==> src/rtl/make_variable_text_lexer_assert.svh <==
// ----------------------------------------------------------------------------
// make_variable_text_lexer_assert.svh
// Assertion macros shared by the lexer RTL. The clock is clock and the
// reset is reset in every module that uses them.
// ----------------------------------------------------------------------------
`ifndef MAKE_VARIABLE_TEXT_LEXER_ASSERT_SVH
`define MAKE_VARIABLE_TEXT_LEXER_ASSERT_SVH

// Same-cycle implication.
`define MVTL_ASSERT_NOW(label, ante, cons, msg) \
   label: assert property (@(posedge clock) disable iff (reset) (ante) |-> (cons)) \
      else $error(msg);

// Next-cycle implication.
`define MVTL_ASSERT_NEXT(label, ante, cons, msg) \
   label: assert property (@(posedge clock) disable iff (reset) (ante) |=> (cons)) \
      else $error(msg);

`endif

==> src/rtl/mvtl_pkg.sv <==
// ----------------------------------------------------------------------------
// mvtl_pkg
// Types, character codes and helper functions of the makefile variable-text
// lexer.
// ----------------------------------------------------------------------------
`default_nettype none

package mvtl_pkg;

   localparam int DEPTH_W = 4;
   localparam logic [DEPTH_W-1:0] MAX_DEPTH = 4'd15;

   // Masks that decide how many octal digits an unprintable byte needs.
   localparam logic [7:0] OCT_HI_MASK  = 8'o300;
   localparam logic [7:0] OCT_MID_MASK = 8'o370;

   localparam logic [7:0] CH_NUL    = 8'h00;
   localparam logic [7:0] CH_BS     = 8'h08;
   localparam logic [7:0] CH_TAB    = 8'h09;
   localparam logic [7:0] CH_LF     = 8'h0A;
   localparam logic [7:0] CH_VT     = 8'h0B;
   localparam logic [7:0] CH_FF     = 8'h0C;
   localparam logic [7:0] CH_CR     = 8'h0D;
   localparam logic [7:0] CH_SPACE  = 8'h20;
   localparam logic [7:0] CH_DQUOTE = 8'h22;
   localparam logic [7:0] CH_DOLLAR = 8'h24;
   localparam logic [7:0] CH_SQUOTE = 8'h27;
   localparam logic [7:0] CH_LPAREN = 8'h28;
   localparam logic [7:0] CH_RPAREN = 8'h29;
   localparam logic [7:0] CH_COMMA  = 8'h2C;
   localparam logic [7:0] CH_ZERO   = 8'h30;
   localparam logic [7:0] CH_NINE   = 8'h39;
   localparam logic [7:0] CH_COLON  = 8'h3A;
   localparam logic [7:0] CH_SEMI   = 8'h3B;
   localparam logic [7:0] CH_EQUALS = 8'h3D;
   localparam logic [7:0] CH_LBRACK = 8'h5B;
   localparam logic [7:0] CH_BSLASH = 8'h5C;
   localparam logic [7:0] CH_RBRACK = 8'h5D;
   localparam logic [7:0] CH_LOW_B  = 8'h62;
   localparam logic [7:0] CH_LOW_F  = 8'h66;
   localparam logic [7:0] CH_LOW_N  = 8'h6E;
   localparam logic [7:0] CH_LOW_R  = 8'h72;
   localparam logic [7:0] CH_LOW_T  = 8'h74;
   localparam logic [7:0] CH_LOW_V  = 8'h76;
   localparam logic [7:0] CH_LBRACE = 8'h7B;
   localparam logic [7:0] CH_RBRACE = 8'h7D;
   localparam logic [7:0] CH_TILDE  = 8'h7E;

   typedef enum logic [3:0] {
      TK_END    = 4'd0,
      TK_PLAIN  = 4'd1,
      TK_DOLLAR = 4'd2,
      TK_SPACE  = 4'd3,
      TK_LPAREN = 4'd4,
      TK_RPAREN = 4'd5,
      TK_LBRACE = 4'd6,
      TK_RBRACE = 4'd7,
      TK_COLON  = 4'd8,
      TK_EQUALS = 4'd9,
      TK_COMMA  = 4'd10
   } token_kind_type;

   typedef enum logic [1:0] {
      CSR_ESCAPE_BLANKS  = 2'd0,
      CSR_QUOTE_QUOTES   = 2'd1,
      CSR_ARCHIVE_PARENS = 2'd2
   } csr_reg_type;

   // Declared from the top bit down so that token_kind lands in the low bits.
   typedef struct packed {
      logic [7:0]     text_b3;
      logic [7:0]     text_b2;
      logic [7:0]     text_b1;
      logic [7:0]     text_b0;
      logic [2:0]     text_len;
      token_kind_type token_kind;
   } token_type;

   function automatic logic is_ws(input logic [7:0] c);
      return (c == CH_SPACE) || (c == CH_FF) || (c == CH_LF) ||
             (c == CH_TAB) || (c == CH_VT);
   endfunction

   function automatic logic [DEPTH_W-1:0] deepen(input logic [DEPTH_W-1:0] d);
      return (d == MAX_DEPTH) ? d : d + DEPTH_W'(1);
   endfunction

   function automatic logic [7:0] octal_digit(input logic [2:0] v);
      return CH_ZERO + {5'd0, v};
   endfunction

endpackage

`default_nettype wire

==> src/rtl/make_variable_text_lexer.sv <==
// ----------------------------------------------------------------------------
// make_variable_text_lexer
// Lexes makefile variable text one byte per item, with the following byte as
// lookahead, into end, plain, dollar, space, paren, brace, colon, equals and
// comma tokens. It takes one byte per cycle unless a token waits on a stalled
// result register; each byte passes the input register, then the result
// register. The rate is set by the loop that updates the after-dollar flag,
// nesting depth and space-skipping flag from each byte. Whitespace bytes that
// follow a space token inside the nesting give no token. Configuration
// registers (escape_blanks at 0x0, quote_quotes at 0x4, archive_parens at
// 0x8, one bit each): write only while idle; the block does not enforce it.
// ----------------------------------------------------------------------------
`default_nettype none

module make_variable_text_lexer (
   input  wire logic        clock,
   input  wire logic        reset,
   // Input items
   input  wire logic        req_tvalid,
   output      logic        req_tready,
   input  wire logic [15:0] req_tdata,   // [7:0] char_in, [15:8] next_char
   // Result items
   output      logic        rsp_tvalid,
   input  wire logic        rsp_tready,
   output      logic [39:0] rsp_tdata,   // [3:0] token_kind, [6:4] text_len,
                                         // [14:7] text_b0, [22:15] text_b1,
                                         // [30:23] text_b2, [38:31] text_b3,
                                         // [39] zero
   // Configuration port
   input  wire logic        csr_psel,
   input  wire logic        csr_penable,
   input  wire logic        csr_pwrite,
   input  wire logic [3:0]  csr_paddr,
   input  wire logic [31:0] csr_pwdata,
   output      logic [31:0] csr_prdata,
   output      logic        csr_pready
);

   // Configuration registers
   logic escape_blanks_ff;
   logic quote_quotes_ff;
   logic archive_parens_ff;
   logic csr_write;
   mvtl_pkg::csr_reg_type csr_index;

   // Input register
   logic       in_valid_ff;
   logic [7:0] in_char_ff;
   logic [7:0] in_next_ff;

   // Lexer state
   logic                         after_dollar_ff, after_dollar_in;
   logic [mvtl_pkg::DEPTH_W-1:0] depth_ff, depth_in;
   logic                         skipping_ff, skipping_in;

   // Result register
   logic                rsp_valid_ff;
   mvtl_pkg::token_type rsp_tok_ff;

   mvtl_pkg::token_type tok;
   logic emit;
   logic go_outer;
   logic quote_sp;
   logic digit_next;
   logic has_hi;
   logic has_mid;
   logic out_free;
   logic in_advance;

   // ------------------------------------------------------------------------
   // Configuration port
   // ------------------------------------------------------------------------
   assign csr_pready = 1'b1;
   assign csr_write  = csr_psel && csr_penable && csr_pwrite && csr_pready;
   assign csr_index  = mvtl_pkg::csr_reg_type'(csr_paddr[3:2]);

   always_ff @(posedge clock) begin
      if (reset) begin
         escape_blanks_ff  <= 1'b0;
         quote_quotes_ff   <= 1'b1;
         archive_parens_ff <= 1'b0;
      end else if (csr_write) begin
         unique case (csr_index)
            mvtl_pkg::CSR_ESCAPE_BLANKS:  escape_blanks_ff  <= csr_pwdata[0];
            mvtl_pkg::CSR_QUOTE_QUOTES:   quote_quotes_ff   <= csr_pwdata[0];
            mvtl_pkg::CSR_ARCHIVE_PARENS: archive_parens_ff <= csr_pwdata[0];
            default: ;
         endcase
      end
   end

   always_comb begin
      unique case (csr_index)
         mvtl_pkg::CSR_ESCAPE_BLANKS:  csr_prdata = {31'd0, escape_blanks_ff};
         mvtl_pkg::CSR_QUOTE_QUOTES:   csr_prdata = {31'd0, quote_quotes_ff};
         mvtl_pkg::CSR_ARCHIVE_PARENS: csr_prdata = {31'd0, archive_parens_ff};
         default:                      csr_prdata = 32'd0;
      endcase
   end

   // ------------------------------------------------------------------------
   // Handshake
   // ------------------------------------------------------------------------
   assign out_free   = !rsp_valid_ff || rsp_tready;
   // An item that gives no token never waits for the result register.
   assign in_advance = in_valid_ff && (!emit || out_free);
   assign req_tready = !in_valid_ff || in_advance;

   always_ff @(posedge clock) begin
      if (reset) begin
         in_valid_ff <= 1'b0;
      end else if (req_tready) begin
         in_valid_ff <= req_tvalid;
      end
   end

   always_ff @(posedge clock) begin
      if (req_tvalid && req_tready) begin
         in_char_ff <= req_tdata[7:0];
         in_next_ff <= req_tdata[15:8];
      end
   end

   // ------------------------------------------------------------------------
   // Token decode
   // ------------------------------------------------------------------------
   assign quote_sp   = escape_blanks_ff && (depth_ff == '0);
   assign digit_next = (in_next_ff >= mvtl_pkg::CH_ZERO) && (in_next_ff <= mvtl_pkg::CH_NINE);
   assign has_hi     = digit_next || ((in_char_ff & mvtl_pkg::OCT_HI_MASK) != 8'd0);
   assign has_mid    = digit_next || ((in_char_ff & mvtl_pkg::OCT_MID_MASK) != 8'd0);

   always_comb begin
      tok             = '0;
      tok.token_kind  = mvtl_pkg::TK_END;
      emit            = 1'b1;
      go_outer        = 1'b0;
      after_dollar_in = after_dollar_ff;
      depth_in        = depth_ff;
      skipping_in     = skipping_ff;

      if (skipping_ff && mvtl_pkg::is_ws(in_char_ff)) begin
         emit = 1'b0;
      end else begin
         skipping_in = 1'b0;
         if (in_char_ff == mvtl_pkg::CH_NUL) begin
            after_dollar_in = 1'b0;
            depth_in        = '0;
         end else if (after_dollar_ff) begin
            after_dollar_in = 1'b0;
            case (in_char_ff)
               mvtl_pkg::CH_DOLLAR: tok.token_kind = mvtl_pkg::TK_DOLLAR;
               mvtl_pkg::CH_LPAREN: begin
                  depth_in       = mvtl_pkg::deepen(depth_ff);
                  tok.token_kind = mvtl_pkg::TK_LPAREN;
               end
               mvtl_pkg::CH_LBRACE: begin
                  depth_in       = mvtl_pkg::deepen(depth_ff);
                  tok.token_kind = mvtl_pkg::TK_LBRACE;
               end
               default: go_outer = 1'b1;
            endcase
         end else if (depth_ff == '0) begin
            go_outer = 1'b1;
         end else begin
            case (in_char_ff)
               mvtl_pkg::CH_DOLLAR: begin
                  after_dollar_in = 1'b1;
                  tok.token_kind  = mvtl_pkg::TK_DOLLAR;
               end
               mvtl_pkg::CH_COLON:  tok.token_kind = mvtl_pkg::TK_COLON;
               mvtl_pkg::CH_EQUALS: tok.token_kind = mvtl_pkg::TK_EQUALS;
               mvtl_pkg::CH_COMMA:  tok.token_kind = mvtl_pkg::TK_COMMA;
               mvtl_pkg::CH_LPAREN: begin
                  depth_in       = mvtl_pkg::deepen(depth_ff);
                  tok.token_kind = mvtl_pkg::TK_LPAREN;
               end
               mvtl_pkg::CH_LBRACE: begin
                  depth_in       = mvtl_pkg::deepen(depth_ff);
                  tok.token_kind = mvtl_pkg::TK_LBRACE;
               end
               mvtl_pkg::CH_RPAREN: begin
                  depth_in       = depth_ff - mvtl_pkg::DEPTH_W'(1);
                  tok.token_kind = mvtl_pkg::TK_RPAREN;
               end
               mvtl_pkg::CH_RBRACE: begin
                  depth_in       = depth_ff - mvtl_pkg::DEPTH_W'(1);
                  tok.token_kind = mvtl_pkg::TK_RBRACE;
               end
               default: begin
                  if (mvtl_pkg::is_ws(in_char_ff)) begin
                     skipping_in    = 1'b1;
                     tok.token_kind = mvtl_pkg::TK_SPACE;
                  end else begin
                     go_outer = 1'b1;
                  end
               end
            endcase
         end

         // Outer-level lexing: mostly plain text with an escaped spelling.
         if (go_outer) begin
            tok.token_kind = mvtl_pkg::TK_PLAIN;
            case (in_char_ff) inside
               mvtl_pkg::CH_DOLLAR: begin
                  after_dollar_in = 1'b1;
                  tok.token_kind  = mvtl_pkg::TK_DOLLAR;
               end
               mvtl_pkg::CH_SPACE, mvtl_pkg::CH_FF, mvtl_pkg::CH_LF,
               mvtl_pkg::CH_TAB: begin
                  if (!quote_sp) begin
                     tok.token_kind = mvtl_pkg::TK_SPACE;
                  end else begin
                     tok.text_len = 3'd2;
                     tok.text_b0  = mvtl_pkg::CH_BSLASH;
                     case (in_char_ff)
                        mvtl_pkg::CH_FF:  tok.text_b1 = mvtl_pkg::CH_LOW_F;
                        mvtl_pkg::CH_LF:  tok.text_b1 = mvtl_pkg::CH_LOW_N;
                        mvtl_pkg::CH_TAB: tok.text_b1 = mvtl_pkg::CH_LOW_T;
                        default:          tok.text_b1 = mvtl_pkg::CH_SPACE;
                     endcase
                  end
               end
               mvtl_pkg::CH_BS: begin
                  tok.text_len = 3'd2;
                  tok.text_b0  = mvtl_pkg::CH_BSLASH;
                  tok.text_b1  = mvtl_pkg::CH_LOW_B;
               end
               mvtl_pkg::CH_CR: begin
                  tok.text_len = 3'd2;
                  tok.text_b0  = mvtl_pkg::CH_BSLASH;
                  tok.text_b1  = mvtl_pkg::CH_LOW_R;
               end
               mvtl_pkg::CH_VT: begin
                  tok.text_len = 3'd2;
                  tok.text_b0  = mvtl_pkg::CH_BSLASH;
                  tok.text_b1  = mvtl_pkg::CH_LOW_V;
               end
               mvtl_pkg::CH_DQUOTE, mvtl_pkg::CH_SQUOTE: begin
                  if (quote_quotes_ff) begin
                     tok.text_len = 3'd2;
                     tok.text_b0  = mvtl_pkg::CH_BSLASH;
                     tok.text_b1  = in_char_ff;
                  end else begin
                     tok.text_len = 3'd1;
                     tok.text_b0  = in_char_ff;
                  end
               end
               mvtl_pkg::CH_SEMI, mvtl_pkg::CH_COLON, mvtl_pkg::CH_EQUALS,
               mvtl_pkg::CH_BSLASH, mvtl_pkg::CH_LBRACE, mvtl_pkg::CH_RBRACE,
               mvtl_pkg::CH_LBRACK, mvtl_pkg::CH_RBRACK: begin
                  tok.text_len = 3'd2;
                  tok.text_b0  = mvtl_pkg::CH_BSLASH;
                  tok.text_b1  = in_char_ff;
               end
               mvtl_pkg::CH_LPAREN: begin
                  if (archive_parens_ff && (depth_ff == '0)) begin
                     depth_in       = mvtl_pkg::deepen(depth_ff);
                     tok.token_kind = mvtl_pkg::TK_LPAREN;
                  end else begin
                     tok.text_len = 3'd1;
                     tok.text_b0  = in_char_ff;
                  end
               end
               default: begin
                  if ((in_char_ff < mvtl_pkg::CH_SPACE) ||
                      (in_char_ff > mvtl_pkg::CH_TILDE)) begin
                     // Octal escape; leading digits are kept when the next
                     // byte is a digit so that it cannot be read as part of it.
                     tok.text_b0 = mvtl_pkg::CH_BSLASH;
                     if (has_hi) begin
                        tok.text_len = 3'd4;
                        tok.text_b1  = mvtl_pkg::octal_digit({1'b0, in_char_ff[7:6]});
                        tok.text_b2  = mvtl_pkg::octal_digit(in_char_ff[5:3]);
                        tok.text_b3  = mvtl_pkg::octal_digit(in_char_ff[2:0]);
                     end else if (has_mid) begin
                        tok.text_len = 3'd3;
                        tok.text_b1  = mvtl_pkg::octal_digit(in_char_ff[5:3]);
                        tok.text_b2  = mvtl_pkg::octal_digit(in_char_ff[2:0]);
                     end else begin
                        tok.text_len = 3'd2;
                        tok.text_b1  = mvtl_pkg::octal_digit(in_char_ff[2:0]);
                     end
                  end else begin
                     tok.text_len = 3'd1;
                     tok.text_b0  = in_char_ff;
                  end
               end
            endcase
         end
      end
   end

   // ------------------------------------------------------------------------
   // State and result registers
   // ------------------------------------------------------------------------
   always_ff @(posedge clock) begin
      if (reset) begin
         after_dollar_ff <= 1'b0;
         depth_ff        <= '0;
         skipping_ff     <= 1'b0;
      end else if (in_advance) begin
         after_dollar_ff <= after_dollar_in;
         depth_ff        <= depth_in;
         skipping_ff     <= skipping_in;
      end
   end

   always_ff @(posedge clock) begin
      if (reset) begin
         rsp_valid_ff <= 1'b0;
      end else if (out_free) begin
         rsp_valid_ff <= in_valid_ff && emit;
      end
   end

   always_ff @(posedge clock) begin
      if (in_advance && emit) begin
         rsp_tok_ff <= tok;
      end
   end

   assign rsp_tvalid = rsp_valid_ff;
   assign rsp_tdata  = {1'b0, rsp_tok_ff};

   // ------------------------------------------------------------------------
   // Assertions
   // ------------------------------------------------------------------------
`include "make_variable_text_lexer_assert.svh"

   `MVTL_ASSERT_NOW(a_non_plain_has_no_text,
      rsp_valid_ff && (rsp_tok_ff.token_kind != mvtl_pkg::TK_PLAIN),
      (rsp_tok_ff.text_len == 3'd0) && (rsp_tok_ff.text_b0 == 8'd0) &&
      (rsp_tok_ff.text_b1 == 8'd0) && (rsp_tok_ff.text_b2 == 8'd0) &&
      (rsp_tok_ff.text_b3 == 8'd0),
      "non-plain token carries text")
   `MVTL_ASSERT_NEXT(a_end_clears_state,
      in_advance && (in_char_ff == mvtl_pkg::CH_NUL),
      (depth_ff == '0) && !after_dollar_ff && !skipping_ff,
      "end byte did not clear lexer state")
   `MVTL_ASSERT_NOW(a_skip_follows_space,
      $rose(skipping_ff),
      rsp_valid_ff && (rsp_tok_ff.token_kind == mvtl_pkg::TK_SPACE),
      "space skipping started without a space token")
   `MVTL_ASSERT_NOW(a_depth_moves_on_item,
      depth_ff != $past(depth_ff),
      $past(in_advance || reset),
      "nesting depth changed without an item")

endmodule

`default_nettype wire
==> config.mk <==
export PLATFORM = sky130hd
export DESIGN_NAME = make_variable_text_lexer
export DESIGN_NICKNAME = d
export VERILOG_FILES = /design/src/rtl/mvtl_pkg.sv /design/src/rtl/make_variable_text_lexer.sv
export VERILOG_INCLUDE_DIRS = /design/src /design/src/rtl
export SDC_FILE = /design/constraint.sdc
export NUM_CORES = 1
export LEC_CHECK = 0
export ABC_AREA = 1
export BUFFER_PORTS_ARGS = -buffer_cell sky130_fd_sc_hd__buf_2
export CORE_ASPECT_RATIO = 1.25
export CORE_MARGIN = 3
export CORE_UTILIZATION = 50
export DETAILED_ROUTE_END_ITERATION = 6
export PLACE_DENSITY = 0.81
export REMOVE_ABC_BUFFERS = 1
export SLEW_MARGIN = 30
export SYNTH_ARGS = -nofsm -noshare
export SYNTH_HDL_FRONTEND = slang
export SYNTH_SLANG_ARGS = --single-unit
==> constraint.sdc <==
create_clock -name clock -period 2.64 [get_ports clock]
set_input_delay 0.264 -clock clock [delete_from_list [all_inputs] [get_ports clock]]
set_output_delay 0.264 -clock clock [all_outputs]
set_load 0.005 [all_outputs]
==> results of run 1 <==
## Yosys cell counts (3+ instances only)
library cell | number | area, sq um
a31oi_1 | 3 | 18.8
dfxtp_1 | 11 | 220
nand2_4 | 5 | 56.3
inv_1 | 52 | 195
nor3_2 | 4 | 40.0
a21oi_1 | 26 | 130
o21ai_0 | 20 | 100
edfxtp_1 | 46 | 1380
nand3_2 | 3 | 30.0
inv_2 | 11 | 41.3
a21oi_2 | 3 | 26.3
nor2_4 | 5 | 56.3
nor2_2 | 7 | 43.8
nand4_1 | 5 | 31.3
o22ai_1 | 4 | 25.0
o211ai_1 | 3 | 22.5
nand2_2 | 13 | 81.3
nor2_1 | 38 | 143
buf_4 | 41 | 308
nand3_1 | 28 | 140
nor3_1 | 13 | 65.1
nand2_1 | 78 | 293
nand4_2 | 3 | 37.5
## state kept, by name (all words and copies together) (netlist names)
name,flops
in_next_ff,7
escape_blanks_ff,1
skipping_ff,1
quote_quotes_ff,1
rsp_tvalid,1
in_valid_ff,1
after_dollar_ff,1
rsp_tdata,31
archive_parens_ff,1
in_char_ff,8
depth_ff,4
## per-layer routing
layer,vias up,routed length [um]
li1,1559,-
met1,1410,3220
met2,137,4150
met3,22,613
met4,0,232
met5,-,0
## worst register-to-register path: stages, from the launching register on
cell	delay [ps]
edfxtp_1	540
nand2_1	170
nor2_2	80
nand2_2	150
nand3_1	100
nor2_1	110
nand4_2	190
o21ai_1	230
nand2_1	150
nor2_1	230
a21oi_1	110
## logic make-up after synthesis
family                     count (synthesis)
AOI/OAI and AO/OA                         70
DFF                                       57
and+or+nand+nor                          207
xor gates and xnor gates                   2
other                                      2
buffers and inverters                    109
adders and majority gates                  2
## power by group
group          internal [mW]  total, mW  switching [mW]
Combinational         0.0998      0.279           0.179
Clock                  0.526      0.871           0.345
Sequential              1.03       1.05          0.0241
## path summary, 6_finish.rpt
check | endpoint
setup / recovery | req_tready
hold / removal | in_next_ff[6]$_DFFE_PP_
setup reg to reg | rsp_tdata[9]$_SDFFCE_PP0P_
hold reg to reg | depth_ff[0]$_SDFFE_PP0P_
## metrics by stage
step	cell area, sq um	hold WS, ps
2_1_floorplan	3530	326
3_3_place_gp	4000	441
3_5_place_dp	4000	442
4_1_cts	4210	77.5
5_1_grt	4210	67.6
6_report	4210	95.7
## area by class of cell
| cell class | instances | area share, % |
|---|---|---|
| Clock buffer | 10 | 3.03 |
| Clock inverter | 6 | 1.96 |
| Inverter | 64 | 5.71 |
| Multi-Input combinational cell | 322 | 40.1 |
| Sequential cell | 57 | 38.1 |
| Tap cell | 90 | 2.68 |
| Timing Repair Buffer | 66 | 8.50 |
==> results.toml, run 1 <==
[placement]
hpwl_mm = 6.55
pre_cts_ws_ps = 340
place_inst = 599
gp_congestion = 0.892
port_buffers = 60

[worst_setup_path]
worstPathRequired_ps = 2380
crit_top_cell = "nand2_2"
crit_fanout = 8
critPathMaxStageDelay_ps = 460
path_class = "reg2out"
path_buf_inv = 2
cpLargestDelayFamily = "simple AND/OR/NAND/NOR gates"
cp.depth = 8
critPathArrivalTime_ps = 2090
startpoint_type = "register"
reg2reg_slack_ps = 320
r2r_start = "in_char_ff[5]$_DFFE_PP_"
cp_cell_sequence = "inv_2, nand2_2, nor3_4, nand2_1, nand4_2, nand2_2, nand3_1, buf_2"
critPathCaptureType = "primary output"
slowest_stage = "edfxtp_1"
startpoint = "in_char_ff[6]$_DFFE_PP_"
rr_worst_depth = 10

[logic_synthesis]
synth-xor-area-share_pct = 0.472
synth-compound-area-share_pct = 11.6
yosysWarnings = 0
yosysSeqAreaShare_pct = 43.1
synth_ff_type = "edfxtp_1"
ys_types = 43
synth_top_family_by_area = "simple AND/OR/NAND/NOR gates"
synthMuxAreaShare_pct = 0
synthSimpleGateAreaFrac_pct = 28.5
ys_ff_latch = 57
synth_area_per_cell_sq_um = 8.27
async_reset_ff_share_pct = 0
synth_fa_ha_area_share_pct = 0.674
synth_area_sq_um = 3710
synth_edf_count = 46
syn-instance-count = 449

[global_routing]
grtUsageMet2_pct = 34.8
grt_pass1_vias = 2899
grtUsageMet3_pct = 5.24
grt_usage_pct = 20.3
grt.busiest_layer = "met2"
grt_start_max_net_pins = 39
gr-usage-met1_pct = 23.4
grt_first_pass_wirelength_mm = 13.5
grt-ovfl-total = 0
antenna_found_initial = 0

[sta]
tns_ps = 0
finalClockSkew_ps = 10.5
postLayoutSetupSlackWorst_ps = 289
fin_crit_ps = 2350
finalSetupViolations = 0
max_freq_mhz = 425
min_period_over_period_pct = 89.1
hold_viol = 0
rsz0062_at_grt = "false"
drv_slew = 0

[clock_tree]
cts_resized = 0
clk_latency_ps = 340
cts_hold_buffers = 0
ctsRootBufferMaster = "clkbuf_8"
clock_sinks = 57
post_cts_buffers = 0
htree_num_levels = 3
clockBufferDepth = 2
clkSlewWorstSetupHoldPaths_ps = 70
cts_tree = "done"
cts-buffers-inserted = 9

[drt]
firstDrtPassIters = 5
first_iter_violations = 184
avgViaCountPerCell = 5.09
vias = 3128
wirelength_mm = 8.22
wl_per_cell_um = 13.4
antenna_left = 0
drc = 0

[pwr]
p_total_mw = 2.20
vdd_drop_max_v = 0.000357
power_density_nw_per_um2 = 523
p_leak_nw = 1.94

[cells_and_area]
final_cell_mix = "78 x nand2_1, 60 x buf_2, 52 x inv_1, 46 x edfxtp_1, 41 x conb_1"
final_cells = 615
fin_util_pct = 59.2
fillers = 656
area_growth_pct = 13.3
mostFrequentLayoutCell = "nand2_1"
num_antenna_cells = 0
multi_input_area_sq_um = 1690
nets = 581
post_route_cells_drive_above_1_share_pct = 26.7
seq_area_sq_um = 1600

[floorplan]
initial_core_util_pct = 52.3
die_y_um = 102
die_w_um = 83.1
num_rows = 34
ios = 134
coreArea_sq_um = 7100
die-area_sq_um = 8510

[flow_run]
cap_viol_max_count = 0

[min_path]
hold_start = "req_tdata[14]"
holdCritPathClass = "in2reg"
holdPathStages = 1

[run_status]
status = "complete, no violations"
(Power assumes the default switching activity.)
==> run 2: changes to the inputs <==
--- a/config.mk
+++ b/config.mk
@@ -6,15 +6,14 @@
 export SDC_FILE = /design/constraint.sdc
 export NUM_CORES = 1
 export LEC_CHECK = 0
-export ABC_AREA = 1
-export BUFFER_PORTS_ARGS = -buffer_cell sky130_fd_sc_hd__buf_2
 export CORE_ASPECT_RATIO = 1.25
 export CORE_MARGIN = 3
-export CORE_UTILIZATION = 50
+export CORE_UTILIZATION = 55
 export DETAILED_ROUTE_END_ITERATION = 6
-export PLACE_DENSITY = 0.81
+export DONT_BUFFER_PORTS = 1
+export PLACE_DENSITY = 0.71
 export REMOVE_ABC_BUFFERS = 1
-export SLEW_MARGIN = 30
+export SLEW_MARGIN = 5
 export SYNTH_ARGS = -nofsm -noshare
 export SYNTH_HDL_FRONTEND = slang
 export SYNTH_SLANG_ARGS = --single-unit
==> run 2 against run 1 <==
  * Clock power increased by 12%
  * Die area fell by 8.3%
  * Sequential share of layout area fell by 1.1 points
  * Synthesized cell count is 11% lower
  * Utilization is 8.8 points higher
  * Cell area up 2.9%
  * Via count is 3.5% higher
  * Hold slack worse by 61 ps
  * Critical path depth decreased by 1
  * First-iteration DRC count grew 110%
  * Total power grew 5.4%
  * Critical endpoint unchanged
  * Largest cell class unchanged
  * Largest power group unchanged
==> results.toml, run 2 <==
[global_routing]
grt_pass1_vias = 2876
antenna_found_initial = 0
grt_usage_pct = 23.3
grt-ovfl-total = 0
grt_start_max_net_pins = 31
grt_first_pass_wirelength_mm = 14.1

[worst_setup_path]
startpoint_type = "register"
critPathArrivalTime_ps = 2320
rr_worst_depth = 7
crit_fanout = 7
r2r_start = "in_char_ff[1]$_DFFE_PP_"
reg2reg_slack_ps = 70
worstPathRequired_ps = 2380
timing.rr.end = "rsp_tdata[25]$_SDFFCE_PP0P_"
path_class = "reg2out"
critPathCaptureType = "primary output"

[floorplan]
coreArea_sq_um = 6370
die-area_sq_um = 7800
num_rows = 32
initial_core_util_pct = 58.5
die_w_um = 79.6
ios = 134
die_y_um = 98.0

[pwr]
power_frac_comb_pct = 12.5
p_total_mw = 2.32
p_leak_nw = 1.64
power_density_nw_per_um2 = 536
netSwitchingPower_mw = 0.549
vdd_drop_max_v = 0.000437
p_seq_share_pct = 45.6
power_frac_clock_pct = 41.9
p_int_mw = 1.77
swShare_pct = 23.6

[sta]
slew-limit-headroom_pct = 55.9
hold_viol = 0
fin_crit_ps = 2590
worstMarginPinSlew_ps = 653
max_freq_mhz = 386
finalSetupViolations = 0
finalClockSkew_ps = 11.6
drv_slew = 0
min_period_over_period_pct = 98.0
rsz0062_at_grt = "false"

[logic_synthesis]
synth_top_area_share_pct = 37.1
yosysSeqAreaShare_pct = 43.0
synth_top_area_cell = "edfxtp_1"
netlist_top_cells_area = "edfxtp_1 37%, buf_4 8.3%, dfxtp_1 5.9%"
async_reset_ff_share_pct = 0
synth_edf_count = 46
synth_most_common_cell = "edfxtp_1"
yosys-top-cells-count = "46 x edfxtp_1, 41 x buf_4, 28 x a21oi_1, 22 x nand2_1, 22 x nor2_1"
syn-instance-count = 398
ys_types = 66
synth_ff_type = "edfxtp_1"
ys_ff_latch = 57
synth_area_sq_um = 3720
synth_area_per_cell_sq_um = 9.36
yosysWarnings = 0

[clock_tree]
clock_sinks = 57
clkSlewWorstSetupHoldPaths_ps = 60
clk_latency_ps = 350
cts_tree = "done"
clockBufferDepth = 2
cts-buffers-inserted = 9
ctsRootBufferMaster = "clkbuf_8"
htree_num_levels = 3

[placement]
place_inst = 492
port_buffers = 0
hpwl_mm = 6.59
gp_congestion = 0.931

[drt]
vias = 3238
antenna_left = 0
wirelength_mm = 9.18
wl_per_cell_um = 17.1
first_iter_violations = 384
avgViaCountPerCell = 6.05
firstDrtPassIters = 7
drc = 0

[cells_and_area]
fillers = 477
seq_area_sq_um = 1600
num_antenna_cells = 0
final_cells = 535
final_cell_mix = "46 x edfxtp_1, 46 x buf_4, 41 x conb_1, 28 x a21oi_1"
multi_input_area_sq_um = 1800
area_growth_pct = 16.3
largest_register_ffs = 31
nets = 506
post_route_cells_drive_above_1_share_pct = 16.9

[min_path]
hold_start = "reset"
holdPathStages = 1
hold_end = "quote_quotes_ff$_SDFFE_PP1P_"
holdCritPathClass = "in2reg"

[flow_run]
cap_viol_max_count = 0

[run_status]
status = "complete, no violations"
-- run 2: cell count changes after synthesis, moves of 8 or more --
cell      before  now
buf_2          2   13
inv_1         52   12
nand3_1       28   16
nand2_2       13    0
nor2b_1        0    8
and3_1         0   10
inv_2         11    0
clkbuf_1       1   12
nor2_1        38   22
nand2_1       78   22
-- run 2: critical path: stages (launching register included) --
cell and delay (ps):
edfxtp_1 490, buf_4 200, nor4b_1 480, a21oi_1 160, o21a_2 320, nand2_1 100, or2_2 110, buf_4 110
-- run 2: how the worst max path moves through the flow --
stage	startpoint	end	slack, ps	cells past startpoint
CTS	in_char_ff[1]$_DFFE_PP_	req_tready	70	6
global route	in_char_ff[1]$_DFFE_PP_	req_tready	9	7
global placement	in_char_ff[5]$_DFFE_PP_	rsp_tdata[17]$_SDFFCE_PP0P_	200	6
detailed placement	in_char_ff[1]$_DFFE_PP_	rsp_tdata[25]$_SDFFCE_PP0P_	160	7
floorplan	in_char_ff[0]$_DFFE_PP_	rsp_tdata[20]$_SDFFCE_PP0P_	-70	6
finish	in_char_ff[1]$_DFFE_PP_	req_tready	50	7
-- run 2: kinds of logic after synthesis --
group	share of synthesized area, %
other	0.202
xor gates and xnor gates	0.235
DFF	43.0
AOI/OAI and AO/OA	18.2
buffers and inverters	12.7
and+or+nand+nor	23.6
adders and majority gates	0.672
muxes	1.34
-- run 2: power by group through the flow --
stage,combinational [mW],clock [mW],sequential [mW]
2_1_floorplan,0.147,0,1.08
3_3_place_gp,0.241,0,1.08
3_5_place_dp,0.245,0,1.08
4_1_cts,0.249,0.981,1.06
5_1_grt,0.320,1.03,1.06
6_report,0.291,0.973,1.06
-- run 2: layout make-up --
cell class,count,share of cell area [%]
Multi-Input combinational cell,301,41.5
Sequential cell,57,37.0
Timing Repair Buffer,64,12.6
Clock buffer,10,2.95
Clock inverter,6,2.46
Tap cell,85,2.46
Inverter,12,1.04
-- run 2: per-stage QoR --
stage | hold WS, ps | utilization (%) | instance area (sq um) | worst slack (ps) | TNS, ps
floorplan | 333 | - | 3440 | -70.7 | -540
global placement | 336 | 60.5 | 3850 | 198 | 0
detailed placement | 337 | 60.5 | 3850 | 161 | 0
CTS | 1.70 | 64.3 | 4090 | 66.1 | 0
global route | 19.0 | 68.0 | 4330 | 8.74 | 0
finish | 34.6 | 68.0 | 4330 | 52.5 | 0
-- run 2: layer usage --
| layer | track usage, % | wire [um] | up-vias |
|---|---|---|---|
| met5 | 0 | 0 | - |
| met4 | 12.8 | 335 | 0 |
| met3 | 6.92 | 694 | 33 |
| met2 | 37.5 | 4610 | 191 |
| met1 | 27.4 | 3530 | 1510 |
| li1 | - | - | 1504 |
-- run 2: what timing repair did --
action                     4_1_cts  5_1_grt
setup endpoints to repair        0       23
gates resized for setup          0        1
hold endpoints to repair         8       15
buffers inserted                 0       11
hold buffers                     1       15
